**src/rtl/mlfu_pkg.sv**
```systemverilog
// ----------------------------------------------------------------------------
// mlfu_pkg
// Shared types and codes of the linear feed-forward network unit.
// ----------------------------------------------------------------------------
`default_nettype none

package mlfu_pkg;

   localparam int MAX_WIDTH = 32;
   localparam int ACC_W    = 48;
   localparam int SEEN_W   = 6;
   localparam int CSR_IDX_W = 3;
   localparam int CSR_DATA_W = 6;

   typedef logic signed [15:0] node_type;
   typedef logic signed [31:0] prod_type;
   typedef logic signed [ACC_W-1:0] acc_type;

   localparam logic [1:0] OP_WEIGHT = 2'd0;
   localparam logic [1:0] OP_BIAS   = 2'd1;
   localparam logic [1:0] OP_INPUT  = 2'd2;

   localparam logic [CSR_IDX_W-1:0] CSR_LAYER_COUNT = 3'd0;
   localparam logic [CSR_IDX_W-1:0] CSR_INPUT_WIDTH = 3'd1;
   localparam logic [CSR_IDX_W-1:0] CSR_HIDDEN1     = 3'd2;
   localparam logic [CSR_IDX_W-1:0] CSR_HIDDEN2     = 3'd3;
   localparam logic [CSR_IDX_W-1:0] CSR_HIDDEN3     = 3'd4;

   typedef struct packed {
      logic shift;
      logic copy;
   } cell_ctl_type;

   typedef struct packed {
      logic term;
      logic bias_rd;
      logic bias_ok;
   } mac_ctl_type;

endpackage

`default_nettype wire

```
**src/rtl/mlfu_cell.sv**
```systemverilog
// ----------------------------------------------------------------------------
// mlfu_cell
// One node cell: a ring register for the previous layer and a staging
// register for the layer under computation.
// ----------------------------------------------------------------------------
`default_nettype none

module mlfu_cell import mlfu_pkg::*; (
   input  logic         clock,
   input  cell_ctl_type ctl,
   input  logic         load_en,
   input  logic         store_en,
   input  node_type     load_val,
   input  node_type     store_val,
   input  node_type     shift_in,
   output node_type     node
);

   node_type node_ff;
   node_type next_ff;

   always_ff @(posedge clock) begin
      if (load_en) begin
         node_ff <= load_val;
      end else if (ctl.copy) begin
         node_ff <= next_ff;
      end else if (ctl.shift) begin
         node_ff <= shift_in;
      end
      if (store_en) begin
         next_ff <= store_val;
      end
   end

   assign node = node_ff;

endmodule

`default_nettype wire

```
**config.mk**
```make
export PLATFORM = sky130hd
export DESIGN_NAME = mlfu_cell
export DESIGN_NICKNAME = d
export VERILOG_FILES = /design/src/rtl/mlfu_pkg.sv /design/src/rtl/mlfu_cell.sv
export SDC_FILE = /design/constraint.sdc
export NUM_CORES = 1
export LEC_CHECK = 0
export ABC_AREA = 1
export BUFFER_PORTS_ARGS = -buffer_cell sky130_fd_sc_hd__buf_2
export CAP_MARGIN = 20
export CORE_ASPECT_RATIO = 0.5
export CORE_MARGIN = 4
export CORE_UTILIZATION = 30
export DETAILED_ROUTE_END_ITERATION = 8
export HOLD_SLACK_MARGIN = 0.15
export PLACE_DENSITY = 0.63
export SETUP_SLACK_MARGIN = 0.4
export SLEW_MARGIN = 20
export SYNTH_ARGS = -nofsm -noshare
export SYNTH_HDL_FRONTEND = slang
export SYNTH_SLANG_ARGS = --single-unit
```
**constraint.sdc**
```tcl
create_clock -name clock -period 3.9 [get_ports clock]
set_clock_uncertainty 0.15 [all_clocks]
set_input_delay 0.39 -clock clock [delete_from_list [all_inputs] [get_ports clock]]
set_output_delay 0.39 -clock clock [all_outputs]
set_load 0.1 [all_outputs]
```
==> results by group <==
Setup path
  – CP startpoint: node[15]
  – Worst EP required: 3.36 ns
  – Setup Crit Path Kind: reg2out
  – Arrival @ worst endpoint: 1.04 ns
  – CP endpoint kind: output pin
  – Crit Path Max Fanout: 1
  – Worst reg2reg setup slack: 2.85 ns
  – Max incr delay on CP: 0.42 ns
  – Critical Path Stages: 1
  – Reg2Reg Depth: 4
  – Buf/Inv on CP: 1
  – Slowest cell on crit path: buf_2
  – Worst setup SP type: register
  – Origin of the critical flop-to-flop path: next_ff[11]
  – Critical path cell sequence: buf_2
  – Delay-heaviest family, CP: buffers and inverters
  – Worst r2r dst: node[11]
  – Worst setup path end: node[15]

Routing
  – Met2 routed WL: 1.618 mm
  – Top routing layer used: met4
  – DRT antenna net count: 0
  – Via density: 3.974
  – Wire length on met3: 203 um
  – M1 wire length: 1.314 mm
  – 1st-pass router iterations: 4
  – Drt drc: 0
  – WL final: 3.188 mm
  – Drt first-iter violations: 58
  – Vias: 1,212
  – Wire length per cell: 10.45 um

Placed design
  – Gpl congestion: 0.8146
  – Dpl hpwl: 2.552 mm
  – DP Area: 1844 um2
  – Port Buf Inserts: 68
  – Pre-CTS setup slack: 2.064 ns

Floorplanning
  – Chip Height: 57.59 um
  – Die X: 107.2 um
  – Die area: 6171 um2
  – Core ar.: 4573 um2
  – IO Count: 69
  – Initial Util: 32.26%
  – Placement Rows: 17

STA
  – Setup TNS: 0 ns
  – Fin crit period: 1.576 ns
  – Fin. max-slew vios: 0
  – Final period util: 40.41%
  – Slew @ Worst Pin: 0.6179 ns
  – Max Clock Freq: 634.5 MHz
  – RSZ-0062 raised after global routing: no
  – Setup violators final: 0
  – Final hold violation count: 0
  – Slew headroom: 58.71%
  – Fin worst setup slack: 2.324 ns

GRT
  – Vias in the first global route: 1,148
  – Global route overflow: 0
  – First-pass GRT wire length: 4.981 mm
  – Largest net degree at the start of global routing: 19
  – Tot GR Track Use: 10.67%
  – Antenna violations before repair: 0

CTS
  – Htree depth: 2
  – CTS clk-pin slew, worst paths: 0.06 ns
  – CTS Buf Count: 5
  – Sink Count: 32
  – Clk buf depth: 2
  – Clock Latency Late Sink: 0.27 ns
  – Clock Tree Root: clkbuf_8
  – PostCTS Resize Cnt: 0
  – CTS tree: yes

Power
  – Reg power frac: 48.4%
  – Internal power: 0.0005859 W
  – Switching Share: 32.67%
  – Gate power share: 26.2%
  – Clock share of power: 25.4%
  – Design Power: 0.0008702 W
  – Leakage: 1.089 nW
  – VDD IR max: 0.1146 mV
  – P per Cell Area: 418.2 nW/um2
  – Psw: 0.0002843 W

Synthesis
  – Post-Synth Simple-Gate Area: 22.22%
  – Leading area contributor after synthesis: edfxtp_1
  – Multiplexer share of the synthesized area: 0%
  – Top cells by area, synth: edfxtp_1 (65%), nand2_1 (17%), inv_1 (8.1%), nand3_1 (5.4%), buf_6 (2.3%)
  – Yosys synthesis warning count: 0
  – Largest family of logic cells by synthesized area: simple AND/OR/NAND/NOR gates
  – Synth Instances: 154
  – Adder-cell share of the synthesized area: 0%
  – Distinct cells, synth: 9
  – Seq/Total Area, Yosys: 65.14%
  – Post-Syn Area: 1475 um2
  – #FFs+latches synth: 32
  – Top cell type's share of synthesized area: 65.14%
  – Synthesized Nets: 207
  – Synth Area per Inst: 9.579 um2
  – Xor and xnor area share after synthesis: 0%
  – Complex-gate fraction of the synthesized area: 0%

Layout
  – Synth-to-layout area growth: 41.05%
  – Final standard cell area without fillers: 2081 um2
  – ANT cells: 0
  – Share of post-route cells with drive strength above 1: 31.38%
  – Final Net Count: 292
  – Layout fillers: 454

Worst hold path
  – Hold Crit Start: load_val[9]
  – Hold Crit Class: in2reg

Job
  – Number of max-cap violations: 0

Run status
  – Outcome: complete, no violations
[logic make-up (layout without fill, tap and decap cells)]
logic type / after synthesis / in the layout
buffers and inverters: 40 / 125
flip-flops: 32 / 32
AND/OR/NAND/NOR: 82 / 82
[power groups by stage]
stage               clock [W]  combinational, W  sequential (W)
finish               0.000221          0.000228        0.000422
CTS                  0.000230          0.000229        0.000422
detailed placement          0          0.000217        0.000429
global route         0.000245          0.000243        0.000425
global placement            0          0.000216        0.000428
floorplan                   0         0.0000438        0.000552
[registers in the layout, indices dropped and copies added (netlist names)]
signal,count
next_ff,16
node,16
[tightest hold or removal path: stages]
cell	delay [ns]
buf_2	0.08
nand2_1	0.04
nand2_1	0.05
[cells in the final DEF, fill, tap and decap left out]
cell | Yosys | final
dlygate4sd3_1 | 0 | 16
nor2_1 | 1 | 1
clkinv_1 | 0 | 2
inv_1 | 32 | 32
inv_4 | 2 | 2
nand3_1 | 16 | 16
nand2_1 | 65 | 65
clkbuf_8 | 0 | 5
edfxtp_1 | 32 | 32
buf_2 | 1 | 68
[metrics by stage]
stage	utilization (%)	cells	hold WS, ns
3_5_place_dp	40.33	282	0.4184
6_report	45.50	305	0.2354
2_1_floorplan	-	154	0.3389
4_1_cts	45.50	305	0.2285
3_3_place_gp	40.33	282	0.4172
5_1_grt	45.50	305	0.2396
[timing repair]
item / CTS / global route
hold buffers: 16 / 0
buffers inserted: 0 / 0
setup endpoints to repair: 0 / 0
endpoints found under the hold margin: 16 / 0
[routing by layer]
metal	vias to the layer above	global-route usage, %
li1	639	-
met2	38	16.89
met5	-	0
met1	530	13.24
met4	0	4.918
met3	5	3.729
[cell type report]
class | count | area (um2) | area share [%]
Sequential cell | 32 | 960.9 | 46.18
Timing Repair Buffer | 84 | 500.5 | 24.05
Multi-Input combinational cell | 82 | 327.8 | 15.75
Inverter | 34 | 132.6 | 6.374
Tap cell | 66 | 82.58 | 3.969
Clock buffer | 5 | 68.82 | 3.307
Clock inverter | 2 | 7.507 | 0.3608
[synthesized netlist by cell type]
cell      count
edfxtp_1     32
buf_6         3
nand3_1      16
nor2_1        1
buf_2         1
inv_1        32
nand2_1      65
buf_4         2
inv_4         2
[how the worst min path moves through the flow]
stage,to,cells past startpoint
6_report,node[9],3
3_3_place_gp,next_ff[1],1
2_1_floorplan,next_ff[0],0
4_1_cts,node[9],3
3_5_place_dp,next_ff[15],1
5_1_grt,node[9],3
No activity file was read; power rests on OpenSTA's default activity.
